===== src/rtl/rbpm_pkg.sv =====
// Shared types, constants and helpers for the ring buffer pointer manager.
// No dependencies; imported by the top level, its checker and the testbench.
package rbpm_pkg;

  localparam int MAX_SLOTS = 4096;
  localparam int IDX_W     = $clog2(MAX_SLOTS);
  localparam int CNT_W     = $clog2(MAX_SLOTS + 1);
  localparam int CFG_IDX_W = 2;
  localparam int CFG_DAT_W = 13;

  // Operation codes
  localparam logic [2:0] FUNC_ADVANCE = 3'd0;
  localparam logic [2:0] FUNC_SKIP    = 3'd1;
  localparam logic [2:0] FUNC_GET     = 3'd2;
  localparam logic [2:0] FUNC_SET     = 3'd3;
  localparam logic [2:0] FUNC_DIFF    = 3'd4;
  localparam logic [2:0] FUNC_HOME    = 3'd5;

  // Configuration register indexes
  localparam logic [CFG_IDX_W-1:0] CFG_CAPACITY = 2'd0;
  localparam logic [CFG_IDX_W-1:0] CFG_DOWNWARD = 2'd1;

  typedef struct packed {
    logic [2:0]       func;
    logic             which_side;
    logic [CNT_W-1:0] amount;
    logic             backward;
    logic [IDX_W-1:0] index_in;
    logic             index_in_valid;
  } cmd_t;

  typedef struct packed {
    logic [IDX_W-1:0] index_out;
    logic             index_out_valid;
    logic [CNT_W-1:0] occupancy;
    logic [CNT_W-1:0] difference;
    logic             bigger;
  } res_t;

  // Capacity as used: zero acts as one, anything above the maximum saturates.
  function automatic logic [CNT_W-1:0] cap_eff(input logic [CFG_DAT_W-1:0] c);
    logic [CNT_W-1:0] r;
    if (c == '0) begin
      r = CNT_W'(1);
    end else if (c > CFG_DAT_W'(MAX_SLOTS)) begin
      r = CNT_W'(MAX_SLOTS);
    end else begin
      r = CNT_W'(c);
    end
    return r;
  endfunction

  // Slots between start and end; equal indices count as a full ring.
  function automatic logic [CNT_W-1:0] span(input logic [IDX_W-1:0] s,
                                            input logic [IDX_W-1:0] e,
                                            input logic [CNT_W-1:0] c);
    logic [CNT_W-1:0] r;
    if (e > s) begin
      r = CNT_W'(e) - CNT_W'(s);
    end else begin
      r = c - CNT_W'(s) + CNT_W'(e);
    end
    return r;
  endfunction

endpackage


===== src/rtl/ring_buffer_pointer_manager.sv =====
// Ring buffer pointer manager: start/end indices, empty flag, capacity and direction.
// Depends on rbpm_pkg.
//
//   channel  | direction | handshake          | payload
//   ---------+-----------+--------------------+---------------------------
//   cmd      | in        | cmd_valid/ready    | cmd_t (one operation)
//   res      | out       | res_valid/ready    | res_t (one result per cmd)
//   cfg      | in        | cfg_valid/ready    | cfg_index, cfg_data
//
// One item per cycle while results are taken; each item passes the command register,
// then the result register. The pointer state is updated in the cycle the command
// register hands its item to the result register, unless a cfg write overrides it.
// Reset is synchronous on rst and leaves capacity 4096, upward, empty. A stalled
// result holds the result register, which holds the command register.
module ring_buffer_pointer_manager
  import rbpm_pkg::*;
(
  input  logic                 clk,
  input  logic                 rst,
  input  logic                 cmd_valid,
  output logic                 cmd_ready,
  input  cmd_t                 cmd,
  output logic                 res_valid,
  input  logic                 res_ready,
  output res_t                 res,
  input  logic                 cfg_valid,
  output logic                 cfg_ready,
  input  logic [CFG_IDX_W-1:0] cfg_index,
  input  logic [CFG_DAT_W-1:0] cfg_data
);

  logic                 q_valid;
  cmd_t                 q_item;
  logic                 advance;

  logic [CFG_DAT_W-1:0] capacity;
  logic                 downward;
  logic [IDX_W-1:0]     start_index, start_index_next;
  logic [IDX_W-1:0]     end_index, end_index_next;
  logic                 is_empty, is_empty_next;
  res_t                 res_next;

  logic [CNT_W-1:0]     cap;
  logic [CNT_W-1:0]     size;
  logic                 uses_start;
  logic [IDX_W-1:0]     sp, sp_step, rp, rp_new, home, clamped;
  logic                 ok;
  logic [CNT_W-1:0]     x, fr, q, size2;
  logic [IDX_W-1:0]     s2, e2;

  logic                 cfg_hit;
  logic [CNT_W-1:0]     cap_new;
  logic                 down_new;
  logic [IDX_W-1:0]     home_new;

  assign advance   = q_valid && (!res_valid || res_ready);
  assign cmd_ready = !q_valid || advance;
  assign cfg_ready = 1'b1;

  always_comb begin
    cap        = cap_eff(capacity);
    size       = is_empty ? '0 : span(start_index, end_index, cap);
    uses_start = downward != q_item.which_side;
    sp         = uses_start ? start_index : end_index;
    rp         = downward ? end_index : start_index;
    home       = downward ? IDX_W'(cap - CNT_W'(1)) : '0;
    clamped    = (CNT_W'(q_item.index_in) >= cap) ? IDX_W'(cap - CNT_W'(1))
                                                  : q_item.index_in;

    if (downward) begin
      sp_step = (sp == '0) ? IDX_W'(cap - CNT_W'(1)) : sp - IDX_W'(1);
    end else begin
      sp_step = (CNT_W'(sp) + CNT_W'(1) >= cap) ? '0 : sp + IDX_W'(1);
    end

    ok = q_item.which_side ? (size != '0) : (size < cap);

    // Skip amount after clamping to the free space or to the occupancy
    fr = cap - size;
    x  = q_item.amount;
    if (q_item.backward) begin
      if (x > fr) x = fr;
    end else if (x >= size) begin
      x = size;
    end
    q = cap - CNT_W'(rp);
    if (q_item.backward != downward) begin
      rp_new = (CNT_W'(rp) < x) ? IDX_W'(cap - x + CNT_W'(rp)) : IDX_W'(CNT_W'(rp) - x);
    end else begin
      rp_new = (q <= x) ? IDX_W'(x - q) : IDX_W'(CNT_W'(rp) + x);
    end

    s2    = uses_start ? clamped : start_index;
    e2    = uses_start ? end_index : clamped;
    size2 = span(s2, e2, cap);

    start_index_next = start_index;
    end_index_next   = end_index;
    is_empty_next    = is_empty;
    res_next         = '0;

    case (q_item.func)
      FUNC_ADVANCE: begin
        if (ok) begin
          res_next.index_out       = sp;
          res_next.index_out_valid = 1'b1;
          if (q_item.which_side) begin
            if (size == CNT_W'(1)) is_empty_next = 1'b1;
          end else begin
            is_empty_next = 1'b0;
          end
          if (uses_start) start_index_next = sp_step;
          else end_index_next = sp_step;
        end
      end
      FUNC_SKIP: begin
        if (q_item.amount != '0) begin
          if (q_item.backward) is_empty_next = 1'b0;
          else if (q_item.amount >= size) is_empty_next = 1'b1;
          if (downward) end_index_next = rp_new;
          else start_index_next = rp_new;
        end
      end
      FUNC_GET: begin
        if (!is_empty) begin
          res_next.index_out       = sp;
          res_next.index_out_valid = 1'b1;
        end
      end
      FUNC_SET: begin
        if (!q_item.index_in_valid) begin
          is_empty_next    = 1'b1;
          start_index_next = home;
          end_index_next   = home;
        end else if (uses_start) begin
          start_index_next = clamped;
        end else begin
          end_index_next = clamped;
        end
      end
      FUNC_DIFF: begin
        if (!q_item.index_in_valid) begin
          res_next.difference = size;
        end else if (size2 > size) begin
          res_next.bigger     = 1'b1;
          res_next.difference = size2 - size;
        end else begin
          res_next.difference = size - size2;
        end
      end
      FUNC_HOME: begin
        start_index_next = home;
        end_index_next   = home;
      end
      default: begin
      end
    endcase

    res_next.occupancy = is_empty_next ? '0
                                       : span(start_index_next, end_index_next, cap);
  end

  // Home position under the values a configuration write leaves behind
  always_comb begin
    cfg_hit  = (cfg_index == CFG_CAPACITY) || (cfg_index == CFG_DOWNWARD);
    cap_new  = cap_eff((cfg_index == CFG_CAPACITY) ? cfg_data : capacity);
    down_new = (cfg_index == CFG_DOWNWARD) ? cfg_data[0] : downward;
    home_new = down_new ? IDX_W'(cap_new - CNT_W'(1)) : '0;
  end

  always_ff @(posedge clk) begin
    if (rst) begin
      q_valid     <= 1'b0;
      res_valid   <= 1'b0;
      capacity    <= CFG_DAT_W'(MAX_SLOTS);
      downward    <= 1'b0;
      start_index <= '0;
      end_index   <= '0;
      is_empty    <= 1'b1;
    end else begin
      if (cmd_valid && cmd_ready) begin
        q_valid <= 1'b1;
      end else if (advance) begin
        q_valid <= 1'b0;
      end

      if (advance) begin
        res_valid <= 1'b1;
      end else if (res_ready) begin
        res_valid <= 1'b0;
      end

      if (cfg_valid && cfg_hit) begin
        if (cfg_index == CFG_CAPACITY) capacity <= cfg_data;
        else downward <= cfg_data[0];
        is_empty    <= 1'b1;
        start_index <= home_new;
        end_index   <= home_new;
      end else if (advance) begin
        is_empty    <= is_empty_next;
        start_index <= start_index_next;
        end_index   <= end_index_next;
      end
    end
  end

  always_ff @(posedge clk) begin
    if (cmd_valid && cmd_ready) q_item <= cmd;
    if (advance) res <= res_next;
  end

endmodule


===== config.mk =====
export PLATFORM = sky130hd
export DESIGN_NAME = ring_buffer_pointer_manager
export DESIGN_NICKNAME = d
export VERILOG_FILES = /design/src/rtl/rbpm_pkg.sv /design/src/rtl/ring_buffer_pointer_manager.sv
export SDC_FILE = /design/constraint.sdc
export NUM_CORES = 1
export LEC_CHECK = 0
export ABC_AREA = 1
export BUFFER_PORTS_ARGS = -buffer_cell sky130_fd_sc_hd__buf_2
export CORE_MARGIN = 3
export CORE_UTILIZATION = 40
export DETAILED_ROUTE_END_ITERATION = 7
export MAX_ROUTING_LAYER = met4
export SKIP_CTS_REPAIR_TIMING = 1
export SLEW_MARGIN = 20
export SYNTH_ARGS = -nofsm -noshare
export SYNTH_HDL_FRONTEND = slang
export SYNTH_SLANG_ARGS = --single-unit

===== constraint.sdc =====
create_clock -name clk -period 10.7 [get_ports clk]
set_input_delay 1.07 -clock clk [delete_from_list [all_inputs] [get_ports clk]]
set_output_delay 1.07 -clock clk [all_outputs]
set_load 0.005 [all_outputs]

### Word-level counts from Yosys, hierarchy flattened

Index checks and enable logic that the tools add are counted.

* bits in registers: 112
* bits in latches: 0
* RAM bits: 0
* ROM bits: 0
* bits of input ports: 51
* memories: 0

* $add $sub $neg: 23
* multiply operators: 0
* divide/modulo/power cells: 0
* $lt $le $gt $ge: 13
* eq/ne operators: 9
* shift-type cells: 0
* muxes and demuxes: 61
* bitwise gates (word level): 1
* reduce and logical (&&, ||, !) cells: 21

Operator list (count)
* 12-bit 2-to-1 mux: 29
* 13-bit 2-to-1 mux: 14
* 12-bit one-hot mux with 4 select lines: 2
* 13-bit by 12-bit subtractor with 13-bit output: 4
* 13-bit by 12-bit adder with 13-bit output: 3
* 12-bit by 12-bit subtractor with 13-bit output: 3
* 13-bit subtractor: 3
* 12-bit > comparator: 3
* 12-bit by 1-bit subtractor with 12-bit output, second input constant: 3
* 12-bit subtractor: 3
* 13-bit >= comparator: 2
* 13-bit > comparator: 2
* 13-bit > comparator, second input constant: 2
* 13-bit zero test: 2
* 13-bit one-hot mux with 2 select lines: 1
* 13-bit nonzero test: 2
* 12-bit adder: 2
* 1-bit 2-to-1 mux: 14
* 12-bit by 1-bit adder with 13-bit output, second input constant: 1
* 13-bit by 1-bit == test with 1-bit output, second input constant: 1
* 12-bit by 13-bit >= comparator with 1-bit output: 1
* 13-bit less-or-equal comparator: 1
* 12-bit by 13-bit < comparator with 1-bit output: 1
* 13-bit < comparator: 1
* 17 further kinds: 28

### Depth between registers and ports, before layout

Gate-level depths: netlist of run 1.

* word-level depth: 21
* gate-level depth with buffers: 87
* gate-level depth less buffers: 83

### Worst setup path before layout of run 1

Ideal clock, no wire load.

* path type: reg-to-reg
* start point: register capacity[8]
* end point: register res[26] in the netlist's numbering (data pin)
* library setup time: 0.256 ns
* data arrival time: 11.111 ns
* required time: 10.444 ns
* setup slack: -0.667 ns
* cell stages (with the launch flop): 79
* buffers on the path: 4
* clock period less this slack: 11.367 ns
* cells stage by stage: dfxtp_1 nor4_1 nand2_1 nand2_1 buf_4 inv_1 nor2_1 inv_1 fa_1 inv_1 ha_1 nand3_1 nand2_1 nand2_1 nand3_1 xnor2_1 nand2_1 nand3_1 (+43 left out) nor2_1 o21ai_0 nand2_1 nand2_1 nand2_1 a21oi_1 o21ai_0 a21oi_1 o21bai_1 nand2_1 inv_1 nor2_1 nor2_1 nor2_1 o21ai_0 a21oi_1 a21oi_1 nor2_1

* cells in the longest elaborated chain, start to end: 21

RTL lines
* start: declaration: RTL line ring_buffer_pointer_manager.sv:36 `logic [CFG_DAT_W-1:0] capacity;`
* start signal: assignment: RTL line ring_buffer_pointer_manager.sv:175 `capacity <= CFG_DAT_W'(MAX_SLOTS);`
* start signal: assignment: RTL line ring_buffer_pointer_manager.sv:194 `if (cfg_index == CFG_CAPACITY) capacity <= cfg_data;`
* 13-bit > comparator: RTL line rbpm_pkg.sv:45 `end else if (c > CFG_DAT_W'(MAX_SLOTS)) begin`
* 13-bit 2-to-1 mux: RTL line rbpm_pkg.sv:45
* 13-bit 2-to-1 mux (*): RTL line rbpm_pkg.sv:43 `if (c == '0) begin`
* 13-bit by 12-bit subtractor with 13-bit output: RTL line rbpm_pkg.sv:61 `r = c - CNT_W'(s) + CNT_W'(e);`
* 13-bit by 12-bit adder with 13-bit output: RTL line rbpm_pkg.sv:61
* 13-bit 2-to-1 mux: RTL line rbpm_pkg.sv:58 `if (e > s) begin`
* 13-bit 2-to-1 mux: RTL line ring_buffer_pointer_manager.sv:62 `size = is_empty ? '0 : span(start_index, end_index, cap);`
* 13-bit subtractor: RTL line ring_buffer_pointer_manager.sv:79 `fr = cap - size;`
* (+5 left out)
* 12-bit 2-to-1 mux: RTL line ring_buffer_pointer_manager.sv:88 `rp_new = (CNT_W'(rp) < x) ? IDX_W'(cap - x + CNT_W'(rp)) : IDX_W'(CNT_W'(rp) - x);`
* 12-bit 2-to-1 mux: RTL line ring_buffer_pointer_manager.sv:87 `if (q_item.backward != downward) begin`
* 12-bit 2-to-1 mux: RTL line ring_buffer_pointer_manager.sv:120 `if (downward) end_index_next = rp_new;`
* 12-bit 2-to-1 mux: RTL line ring_buffer_pointer_manager.sv:117 `if (q_item.amount != '0) begin`
* 12-bit one-hot mux with 4 select lines: RTL line ring_buffer_pointer_manager.sv:102 `case (q_item.func)`
* 13-bit by 12-bit subtractor with 13-bit output: RTL line rbpm_pkg.sv:61
* 13-bit by 12-bit adder with 13-bit output: RTL line rbpm_pkg.sv:61
* 13-bit 2-to-1 mux: RTL line rbpm_pkg.sv:58
* end signal: assignment: RTL line ring_buffer_pointer_manager.sv:209 `if (advance) res <= res_next;`
* end: declaration: RTL line ring_buffer_pointer_manager.sv:25 `output res_t res,`

Every way passes the cells marked *; elsewhere a longest branch is shown, timed or not.
A chain may end at the register's enable or synchronous reset.

### Final worst setup path of run 1

* start point: register capacity[7]
* end point: register res[26] in the netlist's numbering (data pin)

The elaborated chain is that of the path after synthesis.

==> summary.md, run 1 <==
| Metric | Value |
|---|---|
| Number of nets in the layout | 3763 |
| Ant. Diodes | 0 |
| Fraction of final layout cells with drive strength greater than 1 | 23.1% |
| Placed Cells | about 4000 |
| Number of enable-type register cells in the synthesized netlist | 71 |
| Crit path max fanout | 6 |
| Synthesized netlist net count | about 3400 |
| Power Density | 245 nW/µm² |
| Max-Slew Margin vs Limit | 20.6% |
| Number of placement rows | 80 |
| Maximum resistive drop on vdd | 0.153 mV |
| ANT nets after route | 0 |
| Total iterations of the first detailed-routing run | 7 |
| Number of hold-slack violations in the final timing report | 0 |
| I/O pins | 94 |
| Wire length of the first global-routing pass | between 100 and 150 mm |
| Global-route usage over all layers | 32.4% |
| Detail-routed net length per standard cell | 20.8 µm |
| Worst r2r path cells | 70 |
| Antenna violations before repair | 0 |
| Achievable Freq | 0.0939 GHz |
| Distinct cell type count after synthesis | 70 |
| Data required time of the worst path | 10.83 ns |
| Part of the Yosys area used for sequential elements | 15.1% |
| Via-to-Cell Ratio | between 5 and 6 |
| H-Tree Level Count | 3 |
| Class of the most critical hold timing path | flip-flop to flip-flop |
| Worst-path clk slew | 0.09 ns |
| Most common cell after layout, fill and taps aside | nand2_1 |
| Signal arrival time at the worst endpoint | 10.77 ns |
| Worst setup SP type | flip-flop |
| Status | complete, no violations |
| Deepest clock path buffer count | 2 |
| Final Routed Wirelength | between 80 and 90 mm |
| Pin count of the biggest net entering global routing | 63 |
| Placer Congestion | 1.13 |
| Starting DRC count in detailed routing | 2459 |
| Top flip-flop cell by instance count after synthesis | edfxtp_1 |
| Count of pins over their slew limit | 0 |
| Total standard cell area after synthesis | 19600 µm² |
| Classification of the worst setup path | flip-flop to flip-flop |
| Total Die Area | 51600 µm² |
| Static leakage power | roughly 13 nW |
| RSZ-0062 raised after global routing | yes |
| MaxCap Viol Count | 0 |
| Worst setup EP type | flip-flop |
| Commonest non-fill, non-tap cells in the layout | nand2_1 (729), inv_1 (432), buf_4 (353), a21oi_1 (246), ha_1 (201) |
| Critical Path Max Stage Delay | 0.58 ns |
| Vias in the first global route | 21100 |
| Horizontal die dimension | 227 µm |
| Core footprint | 48000 µm² |
| Buffers added on ports | 92 |
| Clock tree from TritonCTS | built |
| Count of vias placed by the detailed router | around 23000 |
| Synth Instances | between 3000 and 4000 |
| Critical-path top delay cell | fa_2 |
| Starting density of the core | between 40% and 50% |
| Top cell by count, worst path | nand2_2 |
| Master cell of the clock root buffer | clkbuf_16 |
| Num Clock Sinks | 112 |
| DRC violations left | 0 |
| Transition time of the tightest slew-check pin | 1.19 ns |
| Finished Layout Cells | 4050 |
| Ratio of final minimum period to clock period | between 90% and 100% |
| Final setup violation count | 0 |
| Final hold slack | between 0.5 and 0.6 ns |
| Skew-Pair Late Insertion Delay | 0.41 ns |
| Hold Path Stages | 2 |
| Area growth from synthesis to layout | 25.4% |
| Final setup skew | 0.0192 ns |
| Total congestion overflow | 0 |
| Hpwl dp | just under 70 mm |
| Floorplan die height | around 230 µm |
| Inserted Clock Buffers | 9 |
| Post-synthesis sequential element count | roughly 110 |
| Warnings from Yosys | 0 |
| Clock period minus final worst setup slack | about 11 ns |
| Average size of a mapped cell | ~6.4 µm² |
| Share of synthesized flip-flops with an asynchronous set or reset | 0% |
-- power by group --
part	internal, W	leakage (nW)	switching [W]
registers	0.000503	1.01	0.0000297
clock network	0.000188	0.154	0.000201
logic	0.00216	11.4	0.00294
total	0.00285	12.6	0.00317
-- cell families after synthesis --
kind of cell	Yosys count	share of synthesized area, %
simple gates	1327	29.4
compound gates	645	18.9
buf+inv	548	11.1
fa+ha+maj	282	20.1
xor+xnor	116	5.19
flops	112	15.1
mux	6	0.307
other cells	1	0.0192
-- synthesized netlist by cell type, types with 6 or more instances --
cell	number	area [µm²]
o21ai_2	19	166
mux2i_1	6	60.1
nor2_2	11	68.8
edfxtp_1	71	2130
o211ai_1	16	120
fa_1	54	1080
a31oi_1	6	37.5
o21bai_1	14	105
buf_2	16	80.1
xor2_1	86	753
a21o_1	19	143
o21ai_0	208	1040
nand4_1	38	238
clkbuf_1	42	158
a21oi_1	270	1350
buf_4	7	52.6
o22ai_1	13	81.3
a32oi_1	9	78.8
inv_2	8	30.0
and2_1	6	37.5
ha_1	228	2850
buf_6	6	67.6
nand3b_1	15	113
nand2_2	11	68.8
o21ai_1	19	95.1
dfxtp_1	41	821
inv_1	458	1720
a21oi_2	8	70.1
nand2_1	773	2900
nand3_1	199	996
xnor2_1	30	263
nor4_1	10	62.6
nand3_2	10	100
nor2_1	191	717
a21boi_0	7	52.6
nor3_1	25	125
or2_2	22	138
-- area by class of cell --
cell class / count / area, µm²
clock buffer: 10 / 229
clock inverter: 6 / 86.3
fill: 4826 / 23500
inverter: 471 / 1790
multi-input combinational: 2377 / 15400
sequential: 112 / 2960
tap: 615 / 769
timing repair buffer: 458 / 3260
timing repair inverter: 1 / 5.00
-- worst max-delay path, delay by kind of cell (launching register included) --
family / cells / cell delay (ns)
fa+ha+maj: 8 / 3.05
simple gates: 30 / 2.91
compound gates: 20 / 2.73
buf+inv: 10 / 0.81
flops: 1 / 0.34
mux: 1 / 0.27
xor+xnor: 1 / 0.21
-- sequential cells by signal, summed over array words and instances, names as in the netlist --
name / count
capacity: 13
end_index: 12
is_empty: 1
q_item: 31
start_index: 12
res_valid: 1
q_valid: 1
res: 40
downward: 1
-- routing by layer --
layer	share of wire, %	GRT usage (%)
met4	4.4	12.6
met1	43	43.2
met2	43	48.1
met3	9.9	6.69
met5	0	-
-- worst paths after layout --
path	from	endpoint	slack [ns]
max	capacity[7]$_SDFFE_PP0P_	res[26]$_SDFFCE_PP0P_	0.05
min	res_valid$_SDFFE_PP0P_	res_valid$_SDFFE_PP0P_	0.51
max reg2reg	capacity[7]$_SDFFE_PP0P_	res[26]$_SDFFCE_PP0P_	0.05
min reg2reg	res_valid$_SDFFE_PP0P_	res_valid$_SDFFE_PP0P_	0.51
-- through the flow --
stage / utilization [%] / setup slack [ns] / area [µm²] / power, W / TNS [ns]
finish: 51.1 / 0.0540 / 24500 / 0.00602 / 0
global route: 51.1 / -0.600 / 24500 / 0.00653 / -3.63
CTS: 48.5 / -0.709 / 23300 / 0.00538 / -8.40
detailed placement: 47.8 / -0.623 / 23000 / 0.00496 / -7.32
global placement: 47.8 / -0.364 / 23000 / 0.00490 / -2.84
floorplan: - / 0.0194 / 19700 / 0.00334 / 0
Note: power is estimated with default switching activity, not from simulation.
==> run 2, diff against run 1 <==
--- a/config.mk
+++ b/config.mk
@@ -6,11 +6,11 @@
 export NUM_CORES = 1
 export LEC_CHECK = 0
 export ABC_AREA = 1
-export BUFFER_PORTS_ARGS = -buffer_cell sky130_fd_sc_hd__buf_2
+export CORE_ASPECT_RATIO = 0.8
 export CORE_MARGIN = 3
 export CORE_UTILIZATION = 40
 export DETAILED_ROUTE_END_ITERATION = 7
-export MAX_ROUTING_LAYER = met4
+export DONT_BUFFER_PORTS = 1
 export SKIP_CTS_REPAIR_TIMING = 1
 export SLEW_MARGIN = 20
 export SYNTH_ARGS = -nofsm -noshare
==> run 2 against run 1 <==
Clock power decreased by 2%. Critical path type unchanged. Design area is 1.5% lower. Power down 0.74%. Highest routed layer is now met5. Critical endpoint unchanged. Clock skew rose by 0.0050 ns. Largest power group unchanged.
==> summary.md, run 2 (same netlist as run 1, synthesis figures left out) <==
| Metric | Value |
|---|---|
| Detail-routed net length per standard cell | 22.4 µm (+8.0%) |
| Number of hold-slack violations in the final timing report | 0 (unchanged) |
| Horizontal die dimension | 253 µm (+11%) |
| Crit path max fanout | 10 (+4) |
| Finished Layout Cells | 3986 (-1.6%) |
| Classification of the worst setup path | flip-flop to flip-flop |
| Commonest non-fill, non-tap cells in the layout | nand2_1 (726), inv_1 (438), buf_4 (384), a21oi_1 (246), ha_1 (206) |
| Minimum setup slack after placement | -0.708 ns (-0.0857 ns) |
| Worst Hold Launch | capacity[4]$_SDFFE_PP0P_ |
| H-Tree Level Count | 3 (unchanged) |
| Antenna violations before repair | 2 (+2) |
| Max FFs per register | 40 (unchanged) |
| Core footprint | 47700 µm² (-0.71%) |
| Fraction of final layout cells with drive strength greater than 1 | 21.3% (-1.8 points) |
| Data required time of the worst path | 10.84 ns (about the same) |
| Final Routed Wirelength | 89.4 mm (+6.3%) |
| Final hold slack | 0.479 ns (-0.0339 ns) |
| Top cell by count, worst path | nand2_1 |
| Hold Path Stages | 2 (unchanged) |
| Worst-path clk slew | 0.10 ns (about the same) |
| Worst setup EP type | flip-flop |
| Achievable Freq | 0.0938 GHz (about the same) |
| Worst setup SP type | flip-flop |
| Area growth from synthesis to layout | 23.5% |
| Final setup violation count | 0 (unchanged) |
| DRC violations left | 0 (unchanged) |
| Registers with the most flip-flops | res x40, q_item x31, capacity x13 |
| Clock tree from TritonCTS | built |
| Maximum resistive drop on vdd | 0.184 mV (+20%) |
| Transition time of the tightest slew-check pin | 1.12 ns (-0.0684 ns) |
| Starting density of the core | 41.0% (+0.29 points) |
| Largest register by flop count | res |
| Skew-Pair Late Insertion Delay | 0.42 ns (about the same) |
| Placed Cells | 3951 (-1.2%) |
| Floorplan die height | 204 µm (-10%) |
| Total iterations of the first detailed-routing run | 5 (-2) |
| Ant. Diodes | 0 (unchanged) |
| Source of the worst register-to-register timing path | capacity[11]$_SDFFE_PP0P_ |
| Levels on crit path | 74 (+5.7%) |
| Wire length of the first global-routing pass | 130 mm (+6.1%) |
| ANT nets after route | 0 (unchanged) |
| Total negative slack | 0 ns (unchanged) |
| Critical-path top delay cell | fa_1 |
| Static leakage power | 12.3 nW (-1.8%) |
| Critical register-to-register path endpoint | res[26]$_SDFFCE_PP0P_ |
| Inserted Clock Buffers | 9 (unchanged) |
| I/O pins | 94 (unchanged) |
| Ratio of final minimum period to clock period | 99.6% (about the same) |
| Slack of the worst reg-to-reg path | 0.04 ns (about the same) |
| Pin count of the biggest net entering global routing | 63 (unchanged) |
| Global-route usage over all layers | 33.6% (+1.2 points) |
| Via-to-Cell Ratio | 5.64 (+0.37%) |
| Total congestion overflow | 0 (unchanged) |
| Vias in the first global route | 21200 (+0.41%) |
| Master cell of the clock root buffer | clkbuf_16 |
| Class of the most critical hold timing path | flip-flop to flip-flop |
| Hpwl dp | 72.3 mm (+7.2%) |
| Power Density | 247 nW/µm² (+0.74%) |
| Buffers added on ports | 0 (-100%) |
| Num Clock Sinks | 112 (unchanged) |
| MaxCap Viol Count | 0 (unchanged) |
| RSZ-0062 raised after global routing | yes |
| Number of nets in the layout | 3694 (-1.8%) |
| Total Die Area | 51600 µm² (about the same) |
| Placer Congestion | 1.03 (-9.2%) |
| Starting DRC count in detailed routing | 2450 (-0.37%) |
| Status | complete, no violations |
| Number of buffer and inverter stages on the critical path | 13 (+3) |
| Signal arrival time at the worst endpoint | 10.80 ns (+0.03 ns) |
| Min setup slack post-route | 0.0437 ns (-0.0103 ns) |
| Count of vias placed by the detailed router | 22500 (-1.2%) |
| Final setup skew | 0.0241 ns (+0.00497 ns) |
| Number of placement rows | 71 (-11%) |
| Worst r2r path cells | 74 (+5.7%) |
| Area post-placement | 22900 µm² (-0.57%) |
| Most common cell after layout, fill and taps aside | nand2_1 |
| Total non-filler cell area in the finished layout | 24200 µm² (-1.5%) |
| Deepest clock path buffer count | 2 (unchanged) |
| Critical Path Max Stage Delay | 0.54 ns (-0.04 ns) |
| Hold Crit Endpoint | capacity[4]$_SDFFE_PP0P_ |
| Max-Slew Margin vs Limit | 25.2% (+4.6 points) |
| Clock period minus final worst setup slack | 10.66 ns (+0.0103 ns) |
| Largest delay share family, worst path | simple AND/OR/NAND/NOR gates |
| Count of pins over their slew limit | 0 (unchanged) |
## run 2: layer usage
| layer | GRT usage (%) | routed length [µm] | share of wire, % |
|---|---|---|---|
| met5 | 0 | 13 | 0.015 |
| met4 | 9.43 | 2380 | 2.7 |
| met3 | 6.92 | 8650 | 9.7 |
| met2 | 50.5 | 37800 | 42 |
| met1 | 48.5 | 40500 | 45 |
## run 2: per-stage QoR
step	power (W)	util, %
floorplan	0.00334	-
global placement	0.00502	47.9
detailed placement	0.00505	47.9
CTS	0.00546	48.5
global route	0.00647	50.7
finish	0.00597	50.7
## run 2: worst max-delay path by stage
stage,endpoint,slack [ns],from
floorplan,res[26]$_SDFFCE_PP0P_,0.02,capacity[8]$_SDFFE_PP0P_
detailed placement,res[25]$_SDFFCE_PP0P_,-0.71,capacity[7]$_SDFFE_PP0P_
CTS,res[25]$_SDFFCE_PP0P_,-0.78,capacity[7]$_SDFFE_PP0P_
finish,res[26]$_SDFFCE_PP0P_,0.04,capacity[11]$_SDFFE_PP0P_
global route,res[26]$_SDFFCE_PP0P_,-0.63,capacity[9]$_SDFFE_PP0P_
global placement,res[25]$_SDFFCE_PP0P_,-0.58,capacity[7]$_SDFFE_PP0P_
## run 2: where the power goes
group	internal (W)	switching, W
Clock	0.000166	0.000217
Sequential	0.000504	0.0000334
Combinational	0.00212	0.00293
## run 2: layout make-up
cell class                      instances  area, µm²
Clock buffer                            9        225
Clock inverter                          7       71.3
Fill cell                            4807      23500
Inverter                              471       1780
Multi-Input combinational cell       2377      15400
Sequential cell                       112       2960
Tap cell                              620        776
Timing Repair Buffer                  390       2970
## run 2: worst reg2reg max path: cells and delay by family, from the launching register on
family / cells / cell delay (ns)
compound gates: 13 / 1.84
xor+xnor: 3 / 0.53
fa+ha+maj: 8 / 2.95
buf+inv: 13 / 1.11
flops: 1 / 0.35
simple gates: 37 / 3.55
